--- config.mk ---
export PLATFORM = sky130hd
export DESIGN_NAME = url_percent_decoder
export DESIGN_NICKNAME = d
export VERILOG_FILES = /design/src/rtl/upd_pkg.sv /design/src/rtl/url_percent_decoder.sv /design/src/rtl/upd_decode.sv /design/src/rtl/upd_out_fifo.sv
export SDC_FILE = /design/constraint.sdc
export NUM_CORES = 1
export LEC_CHECK = 0
export BUFFER_PORTS_ARGS = -buffer_cell sky130_fd_sc_hd__buf_2
export CORE_MARGIN = 5
export CORE_UTILIZATION = 48
export CTS_BUF_LIST = sky130_fd_sc_hd__clkbuf_4
export DETAILED_ROUTE_END_ITERATION = 8
export PLACE_DENSITY_LB_ADDON = 0.25
export SETUP_SLACK_MARGIN = 0.05
export SLEW_MARGIN = 20
export SYNTH_ARGS = -nofsm -noshare
export SYNTH_HDL_FRONTEND = slang
export SYNTH_SLANG_ARGS = --single-unit
--- constraint.sdc ---
create_clock -name clk_i -period 7.94 [get_ports clk_i]
set_input_delay 1.588 -clock clk_i [delete_from_list [all_inputs] [get_ports clk_i]]
set_output_delay 1.588 -clock clk_i [all_outputs]
set_load 0.02 [all_outputs]
--- src/rtl/upd_pkg.sv ---
// Package for the URL percent decoder: character codes, types, hex helper.
`default_nettype none
package upd_pkg;

  localparam logic [7:0] CH_PLUS    = 8'h2B;
  localparam logic [7:0] CH_PERCENT = 8'h25;
  localparam logic [7:0] CH_SPACE   = 8'h20;
  localparam int unsigned HexRadixBits = 4;  // radix 16: high digit shifts by one nibble

  localparam int unsigned MaxRes  = 3;  // results one input byte can cause
  localparam int unsigned QDepth  = 4;  // output queue entries
  localparam int unsigned QPtrW   = $clog2(QDepth);
  localparam int unsigned QCntW   = $clog2(QDepth + 1);

  // Escape tracking, one-hot.
  typedef enum logic [2:0] {
    PH_IDLE = 3'b001,  // no escape pending
    PH_PCT  = 3'b010,  // '%' held
    PH_DIG  = 3'b100   // '%' and one hex digit held
  } phase_e;

  typedef struct packed {
    logic [7:0] data;
    logic       last;
  } res_t;

  typedef struct packed {
    logic [1:0]        n;        // number of valid results
    res_t [MaxRes-1:0] r;        // r[0] goes out first
    phase_e            phase_nxt;
    logic              hold_ld;  // capture the input byte as held digit
  } dec_t;

  // {is_hex, nibble}
  function automatic logic [4:0] hex_val(logic [7:0] c);
    logic [7:0] t;
    t = 8'h00;
    if (c >= 8'h30 && c <= 8'h39) begin
      t = c - 8'h30;
      return {1'b1, t[3:0]};
    end else if (c >= 8'h41 && c <= 8'h46) begin
      t = c - 8'h37;
      return {1'b1, t[3:0]};
    end else if (c >= 8'h61 && c <= 8'h66) begin
      t = c - 8'h57;
      return {1'b1, t[3:0]};
    end
    return 5'b0_0000;
  endfunction

endpackage
`default_nettype wire

--- src/rtl/url_percent_decoder.sv ---
// URL percent decoder: top level with escape state, decode and output queue.
//
// Decodes a percent-encoded byte stream one byte per transaction. '+' becomes a
// space, '%' with two hex digits (either case) becomes the byte they spell, and a
// '%' that is not followed by two hex digits comes out literally, with the bytes
// after it handled afresh. A pending escape is flushed on in_last_i, and the final
// decoded byte of each string carries out_last_o. Throughput is one input byte
// per cycle while in_ready_o is high; results are registered in the output
// queue. A single input can release up to three bytes (broken escape); these
// drain from a four-entry output queue at one byte per cycle while out_ready_i
// is high. in_ready_o is low while that queue holds two or more bytes and depends
// only on registered queue occupancy, never combinationally on out_ready_i.
`default_nettype none
module url_percent_decoder import upd_pkg::*; (
  input  logic       clk_i,
  input  logic       rst_ni,
  input  logic       in_valid_i,
  output logic       in_ready_o,
  input  logic [7:0] in_byte_i,
  input  logic       in_last_i,
  output logic       out_valid_o,
  input  logic       out_ready_i,
  output logic [7:0] out_byte_o,
  output logic       out_last_o
);

  phase_e     phase_q, phase_d;
  logic [7:0] held_q, held_d;
  dec_t       dec;
  logic       in_acc;
  res_t       head;

  assign in_acc = in_valid_i && in_ready_o;

  // Per-byte decode against the current escape state.
  upd_decode u_decode (
    .phase_i (phase_q),
    .held_i  (held_q),
    .byte_i  (in_byte_i),
    .last_i  (in_last_i),
    .dec_o   (dec)
  );

  // Escape state advances only on an accepted transaction.
  assign phase_d = in_acc ? dec.phase_nxt : phase_q;
  assign held_d  = (in_acc && dec.hold_ld) ? in_byte_i : held_q;

  always_ff @(posedge clk_i or negedge rst_ni) begin
    if (!rst_ni) begin
      phase_q <= PH_IDLE;
      held_q  <= 8'h00;
    end else begin
      phase_q <= phase_d;
      held_q  <= held_d;
    end
  end

  // Results are queued; the queue is the result register seen by the output side.
  upd_out_fifo u_fifo (
    .clk_i       (clk_i),
    .rst_ni      (rst_ni),
    .push_i      (in_acc),
    .dec_i       (dec),
    .room_o      (in_ready_o),
    .out_valid_o (out_valid_o),
    .out_ready_i (out_ready_i),
    .out_o       (head)
  );

  assign out_byte_o = head.data;
  assign out_last_o = head.last;

endmodule
`default_nettype wire

--- src/rtl/upd_decode.sv ---
// Combinational decode of one input byte against the escape state.
`default_nettype none
module upd_decode import upd_pkg::*; (
  input  phase_e     phase_i,
  input  logic [7:0] held_i,
  input  logic [7:0] byte_i,
  input  logic       last_i,
  output dec_t       dec_o
);

  logic [4:0] hv, hh;
  logic       f_emit;
  res_t       f_res;
  phase_e     f_phase;
  logic [1:0] pre_n;

  assign hv = hex_val(byte_i);
  assign hh = hex_val(held_i);

  // Handling of a byte with no escape pending.
  always_comb begin
    f_emit  = 1'b1;
    f_res   = '{data: byte_i, last: last_i};
    f_phase = PH_IDLE;
    if (byte_i == CH_PERCENT) begin
      if (last_i) begin
        f_res = '{data: CH_PERCENT, last: 1'b1};
      end else begin
        f_emit  = 1'b0;
        f_phase = PH_PCT;
      end
    end else if (byte_i == CH_PLUS) begin
      f_res = '{data: CH_SPACE, last: last_i};
    end
  end

  always_comb begin
    dec_o           = '0;
    dec_o.phase_nxt = f_phase;
    pre_n           = 2'd0;
    case (phase_i)
      PH_PCT: begin
        if (hv[4] && !last_i) begin
          dec_o.hold_ld   = 1'b1;
          dec_o.phase_nxt = PH_DIG;
          pre_n           = 2'd3;  // marks "no output at all"
        end else begin
          pre_n = 2'd1;
        end
      end
      PH_DIG: begin
        if (hv[4] && hh[4]) begin
          dec_o.phase_nxt = PH_IDLE;
          pre_n           = 2'd3;
          dec_o.n         = 2'd1;
          dec_o.r[0]      = '{data: {hh[3:0], hv[3:0]}, last: last_i};
        end else begin
          pre_n = 2'd2;
        end
      end
      default: pre_n = 2'd0;
    endcase

    case (pre_n)
      2'd0: begin
        dec_o.r[0] = f_res;
        dec_o.n    = {1'b0, f_emit};
      end
      2'd1: begin
        dec_o.r[0] = '{data: CH_PERCENT, last: 1'b0};
        dec_o.r[1] = f_res;
        dec_o.n    = 2'd1 + {1'b0, f_emit};
      end
      2'd2: begin
        dec_o.r[0] = '{data: CH_PERCENT, last: 1'b0};
        dec_o.r[1] = '{data: held_i, last: 1'b0};
        dec_o.r[2] = f_res;
        dec_o.n    = 2'd2 + {1'b0, f_emit};
      end
      default: ;  // escape held or completed: set above
    endcase
  end

endmodule
`default_nettype wire

--- src/rtl/upd_out_fifo.sv ---
// Register queue taking up to three results per cycle, one out per ready cycle.
`default_nettype none
module upd_out_fifo import upd_pkg::*; (
  input  logic       clk_i,
  input  logic       rst_ni,
  input  logic       push_i,
  input  dec_t       dec_i,
  output logic       room_o,
  output logic       out_valid_o,
  input  logic       out_ready_i,
  output res_t       out_o
);

  res_t             mem_q [QDepth];
  logic [QPtrW-1:0] head_q, head_d;
  logic [QCntW-1:0] cnt_q, cnt_d;
  logic [QPtrW-1:0] tail;
  logic [QCntW-1:0] push_n;
  logic             pop;

  assign out_valid_o = (cnt_q != '0);
  assign out_o       = mem_q[head_q];
  assign pop         = out_valid_o && out_ready_i;
  // room for a worst-case burst
  assign room_o      = (cnt_q <= QCntW'(QDepth - MaxRes));
  assign tail        = head_q + cnt_q[QPtrW-1:0];
  assign push_n      = push_i ? QCntW'(dec_i.n) : '0;

  assign head_d = pop ? head_q + QPtrW'(1) : head_q;
  assign cnt_d  = cnt_q + push_n - QCntW'(pop);

  always_ff @(posedge clk_i or negedge rst_ni) begin
    if (!rst_ni) begin
      head_q <= '0;
      cnt_q  <= '0;
    end else begin
      head_q <= head_d;
      cnt_q  <= cnt_d;
    end
  end

  always_ff @(posedge clk_i) begin
    for (int k = 0; k < MaxRes; k++) begin
      if (push_i && (k < int'(dec_i.n))) begin
        mem_q[tail + QPtrW'(k)] <= dec_i.r[k];
      end
    end
  end

endmodule
`default_nettype wire

==> results of run 1 <==
==> synth_stat cells (4+ instances only) <==
cell type / instances
mux2i_1: 75
edfxtp_1: 36
nand2_1: 35
dfrtp_1: 15
ha_1: 15
o21ai_0: 14
inv_1: 11
nor2b_1: 11
mux4_2: 9
nor2_1: 8
xnor2_1: 8
a21oi_1: 7
a22oi_1: 7
a211oi_1: 6
clkbuf_1: 5
mux2_2: 5
and2_1: 4
nand2b_1: 4
==> state kept, by name, indices dropped and copies added, names as in the netlist <==
register,count
held_q,8
u_fifo.head_q,2
phase_q,3
u_fifo.mem_q,36
u_fifo.cnt_q,3
==> routing by layer <==
metal	part of all wire	up-vias	track usage
met5	0	-	0
met4	0.0095	0	0.0389
met3	0.035	8	0.0273
met2	0.47	49	0.291
met1	0.48	1288	0.259
li1	-	1283	-
==> power by group through the flow <==
stage | registers, mW | logic [mW] | clock network, mW
2_1_floorplan | 0.361 | 0.246 | 0
3_3_place_gp | 0.391 | 0.308 | 0
3_5_place_dp | 0.393 | 0.317 | 0
4_1_cts | 0.387 | 0.320 | 0.162
5_1_grt | 0.393 | 0.349 | 0.175
6_report | 0.384 | 0.318 | 0.159
==> placed cells by master, fill, tap and decap left out, types with 4 or more instances in the layout <==
cell type	synthesis	final
mux2i_1	75	75
edfxtp_1	36	36
nand2_1	35	35
buf_2	2	23
ha_1	15	15
dfrtp_1	15	15
o21ai_0	14	13
inv_1	11	11
nor2b_1	11	11
mux4_2	9	9
nor2_1	8	8
xnor2_1	8	8
a21oi_1	7	7
a22oi_1	7	7
mux2_2	5	5
clkbuf_4	0	5
buf_4	3	5
and2_1	4	4
nand2b_1	4	4
==> cell type report <==
| type | instances | area [µm²] |
|---|---|---|
| clock buffer | 5 | 37.5 |
| clock inverter | 3 | 46.3 |
| fill | 689 | 3620 |
| inverter | 11 | 41.3 |
| multi-input combinational | 255 | 2220 |
| sequential | 52 | 1480 |
| tap | 102 | 128 |
| timing repair buffer | 28 | 153 |
==> final timing paths <==
path,endpoint,depth (start not counted),from
worst max register to register,u_fifo.mem_q[1][5],15,held_q[0]
worst min-delay path,u_fifo.cnt_q[2],1,u_fifo.cnt_q[2]
worst min register to register,u_fifo.cnt_q[2],1,u_fifo.cnt_q[2]
min in group asynchronous,held_q[4],1,rst_ni
max in group asynchronous,phase_q[0],1,rst_ni
worst max-delay path,u_fifo.mem_q[1][5],16,in_byte_i[0]
==> kinds of logic (layout without fill, tap and decap cells) <==
group / Yosys count / in the layout
mux: 89 / 89
simple gates: 89 / 89
flops: 52 / 52
compound gates: 51 / 51
buf+inv: 26 / 47
fa+ha+maj: 16 / 16
xor+xnor: 10 / 10
==> metrics, run 1 <==
Root Buffer clkbuf_4; Total Power 861 µW; Crit. End Element register; Sw Share 0.365; final worst-path cycle share 0.715; GRT overflow 0; maximum fanout along the worst path 10; initial antenna violation count 0; # setup viols final 0; DIE HEIGHT around 100 µm; setup bufs post-CTS 0; VDD IR max 107 µV; CTS tree yes; WL per Instance roughly 18 µm; synth top area cells edfxtp_1, mux2i_1, dfrtp_1; routed vias/inst 5.76; Sw Pwr 314 µW; HPWL Detailed about 6400 µm; Core Rows 32; #FFs+latches synth 52; Least-Margin Pin Slew 879 ps; vias in the first global route 2708; die width 99.1 µm; worst hold margin ~500 ps; Final ANT Viol Nets 0; clk_skew 22.9 ps; Leak 1.56 nW; Top FF cell, synth edfxtp_1; Clock Pin Slew Worst Setup and Hold Paths 160 ps; PortBufs 23; Simple-Gate Fraction of Synth Area 0.127; pre-CTS setup slack 1860 ps; Synth area leader edfxtp_1; Critical Path Start Type primary input; worst path buffer plus inverter count 2; cts repair resizes 0; synth-to-layout area growth 7.71%; GRT Util Overall 0.180; hold crit path type register to register; post-layout util 0.531; crit-path max cell delay 740 ps; share of cells above drive strength 1 0.184; vias between 2000 and 3000; Seq pwr share 0.446; Final Hold Viols 0; DRC 0; Routability Congestion 0.900; Synth Warn # 0; largest net degree at the start of global routing 19; R2R Setup Slk 3110 ps; Synth Area in Adders 0.0545; Synth Area in XOR/XNOR 0.0230; clock sinks 52; first-pass GRT wire length 14300 µm; status completed; Synth cell types 56; IO Count 24; Max Cap Viol 0; combinational power share 0.369; Syn Std Cell Area 3810 µm²; Clk Latency, worst-skew pair 390 ps; Core Footprint 7730 µm²; Synth top area share 0.284; TritonCTS Buffers 5; post-synthesis mux area share 0.265; antenna diode count 0; Nets 382; worst path required time 7960 ps; crit-path cells buf_2, inv_1, ha_1, nor3b_1, o41ai_1, nand2_1, nor2_1, nand2_1, mux2i_1, nor2b_1, ha_1, nand2_1, or3_1, o31ai_4, o21ai_0, o21ai_1; Fmax achieved 0.176 GHz; die area 9820 µm²; CTS HTree Levels 2; final std cells w/o fill 456; Placed Cells 448; internal cell power 547 µW; Synth Instances 333; ys async rst share 0.308; Slew Limit Fails 0; synthesized net count 362; Synth Area in Compound Gates 0.103; top cell family by delay on the critical path compound AO/OA/AOI/OAI gates; Hold Buf Count CTS 0; fin area approximately 4100 µm²; minimum clock period 5680 ps; power density over cell area 210 nW/µm²; TritonRoute pass-1 iters 5; clock buffer depth 2; slowest CP cell o21ai_1; Clock power frac 0.185; largest family of logic cells by synthesized area multiplexers; WL final ~8400 µm; initial core utilization 0.493; Slew Limit Headroom 0.412; Post-Route Setup TNS 0 ps; sequential cell area fraction in the yosys report 0.389; worst setup path class primary input to register; Area after DPL 4020 µm²; First DRT Iteration DRCs 181; Top cell by count, worst path nand2_1; RSZ-0062 raised after global routing false; PnR worst setup slack 2260 ps; post-synthesis area per instance 11.4 µm²; EDFF count, synth 36; Worst Path Arrival 5700 ps
No activity file was read; power rests on OpenSTA's default activity.
==> run 2, diff against run 1 <==
- clock period: 7.94 -> 4.87 ns (I/O delays scaled with it)
==> metrics, run 2 (synthesis gave the netlist of run 1 again) <==
WL final 8270 µm (was 8420 µm); crit-path cells buf_2, inv_1, ha_1, nor3b_1, o41ai_1, nand2_1, nor2_1, nand2_1, mux2i_1, nor2b_1, ha_1, nand2_1, or3_1, o31ai_4, and2_1, ha_1, inv_1, fa_1, xor2_1, xnor2_1 (was buf_2, inv_1, ha_1, nor3b_1, o41ai_1, nand2_1, nor2_1, nand2_1, mux2i_1, nor2b_1, ha_1, nand2_1, or3_1, o31ai_4, o21ai_0, o21ai_1); slowest CP cell or3_1 (was o21ai_1); TritonRoute pass-1 iters 4 (was 5); First DRT Iteration DRCs 123 (was 181); Critical Path Start Type primary input (unchanged); TritonCTS Buffers 5 (unchanged); Clk Latency, worst-skew pair 380 ps (was 390 ps); Seq pwr share 0.447 (was 0.446); Largest Register u_fifo.mem_q (unchanged); initial antenna violation count 0 (unchanged); Final ANT Viol Nets 0 (unchanged); Worst Path Arrival 4660 ps (was 5700 ps); DIE HEIGHT 99.1 µm (unchanged); initial core utilization 0.493 (unchanged); antenna diode count 0 (unchanged); Root Buffer clkbuf_4 (unchanged); Leak 1.60 nW (was 1.56 nW); Clock power frac 0.189 (was 0.185); maximum fanout along the worst path 10 (unchanged); Sw Pwr 501 µW (was 314 µW); PortBufs 23 (unchanged); Area after DPL 4060 µm² (was 4020 µm²); Slew Limit Fails 0 (unchanged); HPWL Detailed 6300 µm (was 6410 µm); Post-Route Setup TNS 0 ps (unchanged); Slew Limit Headroom 0.534 (was 0.412); minimum clock period 4380 ps; combinational power share 0.364 (was 0.369); GRT Util Overall 0.177 (was 0.180); Fmax achieved 0.229 GHz; power density over cell area 336 nW/µm² (was 210 nW/µm²); worst setup path class primary input to register (unchanged); clk_skew 12.5 ps (was 22.9 ps); most frequent cells in the layout mux2i_1, edfxtp_1, nand2_1, buf_2 (unchanged); IO Count 24 (unchanged); Core Footprint 7730 µm² (unchanged); Final Hold Viols 0 (unchanged); share of cells above drive strength 1 0.199 (was 0.184); CTS tree yes (unchanged); hold crit path type primary input to asynchronous set/reset pin (was register to register); worst path buffer plus inverter count 3 (was 2); WL per Instance 17.9 µm (was 18.5 µm); die area 9820 µm² (unchanged); vias in the first global route 2715 (was 2708); Nets 389 (was 382); commonest non-fill, non-tap cell in the layout mux2i_1 (unchanged); RSZ-0062 raised after global routing false (unchanged); fin area 4140 µm² (was 4110 µm²); GRT overflow 0 (unchanged); clock sinks 52 (unchanged); synth-to-layout area growth 8.70% (was 7.71%); crit-path max cell delay 500 ps (was 740 ps); # setup viols final 0 (unchanged); Regs by FF count u_fifo.mem_q x36, held_q x8 (unchanged); Filler Cells Inserted 674 (was 689); Sw Share 0.359 (was 0.365); Least-Margin Pin Slew 698 ps (was 879 ps); VDD IR max 168 µV (was 107 µV); DRC 0 (unchanged); CTS HTree Levels 2 (unchanged); top cell family by delay on the critical path simple AND/OR/NAND/NOR gates (was compound AO/OA/AOI/OAI gates); status completed (unchanged); die width 99.1 µm (unchanged); final std cells w/o fill 463 (was 456); clock buffer depth 2 (unchanged); largest net degree at the start of global routing 18 (was 19); Hold Buf Count CTS 0 (unchanged); Crit. End Element register (unchanged); number of flip-flops under the largest register name 36 (unchanged); internal cell power 892 µW (was 547 µW); Routability Congestion 0.915 (was 0.900); first-pass GRT wire length 14200 µm (was 14300 µm); Placed Cells 455 (was 448); final worst-path cycle share 0.898; Max Cap Viol 0 (unchanged); routed vias/inst 5.71 (was 5.76); Clock Pin Slew Worst Setup and Hold Paths 170 ps (was 160 ps); vias 2645 (was 2628); worst path required time 5160 ps (was 7960 ps); Core Rows 32 (unchanged); setup bufs post-CTS 0 (unchanged); cts repair resizes 0 (unchanged)
-- run 2: changes by cell type in the layout (fill, tap and decap cells not counted) --
cell / change
a211oi_4: -2
o21ai_1: -1
o21ai_0: +1
buf_4: +7
a211oi_2: +2
-- run 2: worst paths after layout --
check | from | end | slack [ps] | cells after the start
min reg2reg | u_fifo.cnt_q[2] | u_fifo.cnt_q[2] | 500 | 1
min in group clk_i | u_fifo.cnt_q[2] | u_fifo.cnt_q[2] | 500 | 1
max in group asynchronous | rst_ni | phase_q[0] | 4070 | 1
max reg2reg | held_q[0] | u_fifo.cnt_q[2] | 520 | 19
max | in_byte_i[0] | u_fifo.cnt_q[2] | 490 | 20
min | rst_ni | held_q[6] | 480 | 1
-- run 2: cell type report --
class	instances	area, µm²	area share
clock inverters	3	46.3	0.0112
inverters	11	41.3	0.00996
clock buffers	5	37.5	0.00906
repair buffers	35	205	0.0495
flip-flops and latches	52	1480	0.358
multi-input cells	255	2200	0.532
well taps	102	128	0.0308
-- run 2: per-stage QoR --
step | total power [mW] | util | hold WS (ps) | setup slack, ps
3_3_place_gp | 1.14 | 0.525 | 466 | 169
6_report | 1.39 | 0.536 | 478 | 494
2_1_floorplan | 0.990 | - | 447 | 90.9
4_1_cts | 1.41 | 0.536 | 478 | 511
3_5_place_dp | 1.15 | 0.525 | 475 | 99.6
5_1_grt | 1.49 | 0.536 | 492 | 177
-- run 2: worst reg2reg max path, delay by kind of cell (launching register included) --
kind | cells | cell delay (ps)
adder cells (fa/ha/maj) | 4 | 920
buffers and inverters | 2 | 220
flip-flops | 1 | 510
XOR/XNOR | 2 | 290
multiplexers | 1 | 160
AO/OA/AOI/OAI | 4 | 950
AND/OR/NAND/NOR | 6 | 1220
-- run 2: metal layers --
layer	up-vias	share of wire	global-route usage
met4	0	0.011	0.0420
met3	9	0.042	0.0231
met2	68	0.45	0.285
met1	1270	0.49	0.255
met5	-	0	0
li1	1298	-	-
-- run 2: power by group through the flow --
| stage | sequential (mW) | clock, mW | combinational [mW] |
|---|---|---|---|
| floorplan | 0.588 | 0 | 0.402 |
| global placement | 0.634 | 0 | 0.506 |
| detailed placement | 0.639 | 0 | 0.512 |
| CTS | 0.628 | 0.268 | 0.517 |
| global route | 0.638 | 0.287 | 0.561 |
| finish | 0.623 | 0.263 | 0.507 |
==> run 3, diff against run 2 <==
- PLACE_DENSITY: unset -> 0.68
- PLACE_DENSITY_LB_ADDON: 0.25 -> unset
==> metrics, run 3 (synthesis gave the netlist of run 1 again) <==
Nets 389 (unchanged); vias 2661 (was 2645); First DRT Iteration DRCs 132 (was 123); Post-Route Setup TNS 0 ps (unchanged); Hold Buf Count CTS 0 (unchanged); WL final 8290 µm (was 8270 µm); worst path required time 5170 ps (was 5160 ps); Core Rows 32 (unchanged); status completed (unchanged); antenna diode count 0 (unchanged); VDD IR max 214 µV (was 168 µV); most frequent cells in the layout mux2i_1, edfxtp_1, nand2_1, buf_2 (unchanged); clock sinks 52 (unchanged); R2R Path Start held_q[0] (unchanged); routed vias/inst 5.75 (was 5.71); minimum clock period 4360 ps (was 4380 ps); # setup viols final 0 (unchanged); Critical Path Start Type primary input (unchanged); TritonCTS Buffers 5 (unchanged); cts repair resizes 0 (unchanged); clock buffer depth 2 (unchanged); final worst-path cycle share 0.896 (was 0.898); power density over cell area 338 nW/µm² (was 336 nW/µm²); vias in the first global route 2802 (was 2715); Regs by FF count u_fifo.mem_q x36, held_q x8 (unchanged); Largest Register u_fifo.mem_q (unchanged); Max Cap Viol 0 (unchanged); worst reg-to-reg path cell count 19 (unchanged); DIE HEIGHT 99.1 µm (unchanged); RSZ-0062 raised after global routing false (unchanged); Slew Limit Fails 0 (unchanged); worst hold margin 483 ps (was 478 ps); initial core utilization 0.493 (unchanged); Root Buffer clkbuf_4 (unchanged); PnR worst setup slack 508 ps (was 494 ps); synth-to-layout area growth 8.70% (unchanged); maximum fanout along the worst path 10 (unchanged); die width 99.1 µm (unchanged); DRC 0 (unchanged); worst setup path class primary input to register (unchanged); WL per Instance 17.9 µm (about the same); die area 9820 µm² (unchanged); CTS tree yes (unchanged); PortBufs 23 (unchanged); number of flip-flops under the largest register name 36 (unchanged); Final Hold Viols 0 (unchanged); Crit. End Element register (unchanged); initial antenna violation count 0 (unchanged); GRT Util Overall 0.178 (was 0.177); clk_skew 12.3 ps (was 12.5 ps); TritonRoute pass-1 iters 4 (unchanged); CTS HTree Levels 2 (unchanged); Worst Path Arrival 4660 ps (about the same); first-pass GRT wire length 14200 µm (about the same); footprint of the multi-input gates 2200 µm² (unchanged); FF/Latch Area 1480 µm² (unchanged); setup bufs post-CTS 0 (unchanged); HPWL Detailed 6340 µm (was 6300 µm); Clock Pin Slew Worst Setup and Hold Paths 160 ps (was 170 ps); share of cells above drive strength 1 0.199 (unchanged); pre-CTS setup slack 55.7 ps (was 99.6 ps); largest net degree at the start of global routing 18 (unchanged); Total Power 1.40 mW (was 1.39 mW); Final ANT Viol Nets 0 (unchanged); Routability Congestion 0.903 (was 0.915); Leak 1.60 nW (unchanged); commonest non-fill, non-tap cell in the layout mux2i_1 (unchanged); Clk Latency, worst-skew pair 390 ps (was 380 ps); R2R Setup Slk 550 ps (was 520 ps); hold crit path type primary input to asynchronous set/reset pin (unchanged); Fmax achieved 0.229 GHz (about the same); Filler Cells Inserted 689 (was 674); worst flop-to-flop path endpoint u_fifo.cnt_q[2] (unchanged); Least-Margin Pin Slew 683 ps (was 698 ps); IO Count 24 (unchanged); GRT overflow 0 (unchanged); Slew Limit Headroom 0.545 (was 0.534); Core Footprint 7730 µm² (unchanged)
==> run 3: cell counts in the layout (fill, tap and decap cells not counted) <==
No cell type changed its count.
==> run 3: report_power, final <==
part           total (mW)  internal, mW  switching (mW)  leakage, nW
clock network       0.260         0.110           0.150       0.0418
logic               0.516         0.227           0.289         1.02
registers           0.625         0.555          0.0705        0.534
total                1.40         0.892           0.510         1.60
==> run 3: worst max-delay path by stage <==
stage	startpoint	end	slack [ps]	cells past startpoint
after floorplan	in_byte_i[0]	u_fifo.mem_q[0][0]	90	17
after global placement	in_byte_i[0]	u_fifo.cnt_q[2]	170	20
after detailed placement	in_byte_i[0]	u_fifo.cnt_q[2]	60	20
after CTS	in_byte_i[0]	u_fifo.cnt_q[2]	490	20
after global routing	in_byte_i[0]	u_fifo.cnt_q[2]	220	20
final	in_byte_i[0]	u_fifo.cnt_q[2]	510	20
==> run 3: per-stage QoR <==
stage / instances / utilization / instance area, µm²
floorplan: 333 / - / 3810
global placement: 455 / 0.525 / 4060
detailed placement: 455 / 0.525 / 4060
CTS: 463 / 0.536 / 4140
global route: 463 / 0.536 / 4140
finish: 463 / 0.536 / 4140
==> run 3: worst max-delay path, stage by stage <==
cell	delay [ps]
buf_2	110
inv_1	90
ha_1	220
nor3b_1	140
o41ai_1	440
nand2_1	130
nor2_1	110
nand2_1	60
mux2i_1	150
nor2b_1	210
ha_1	190
nand2_1	90
or3_1	500
o31ai_4	200
and2_1	220
ha_1	140
inv_1	50
fa_1	370
xor2_1	160
xnor2_1	120
==> run 3: routing by layer <==
metal | vias up | track usage | wire length (µm)
met5 | - | 0 | 0
li1 | 1296 | - | -
met3 | 10 | 0.0288 | 313
met1 | 1292 | 0.252 | 4030
met2 | 63 | 0.287 | 3830
met4 | 0 | 0.0462 | 119
==> run 3: area by class of cell <==
class,instances,area share
inverters,11,0.00996
clock inverters,3,0.0112
flip-flops and latches,52,0.358
repair buffers,35,0.0495
clock buffers,5,0.00906
multi-input cells,255,0.532
well taps,102,0.0308
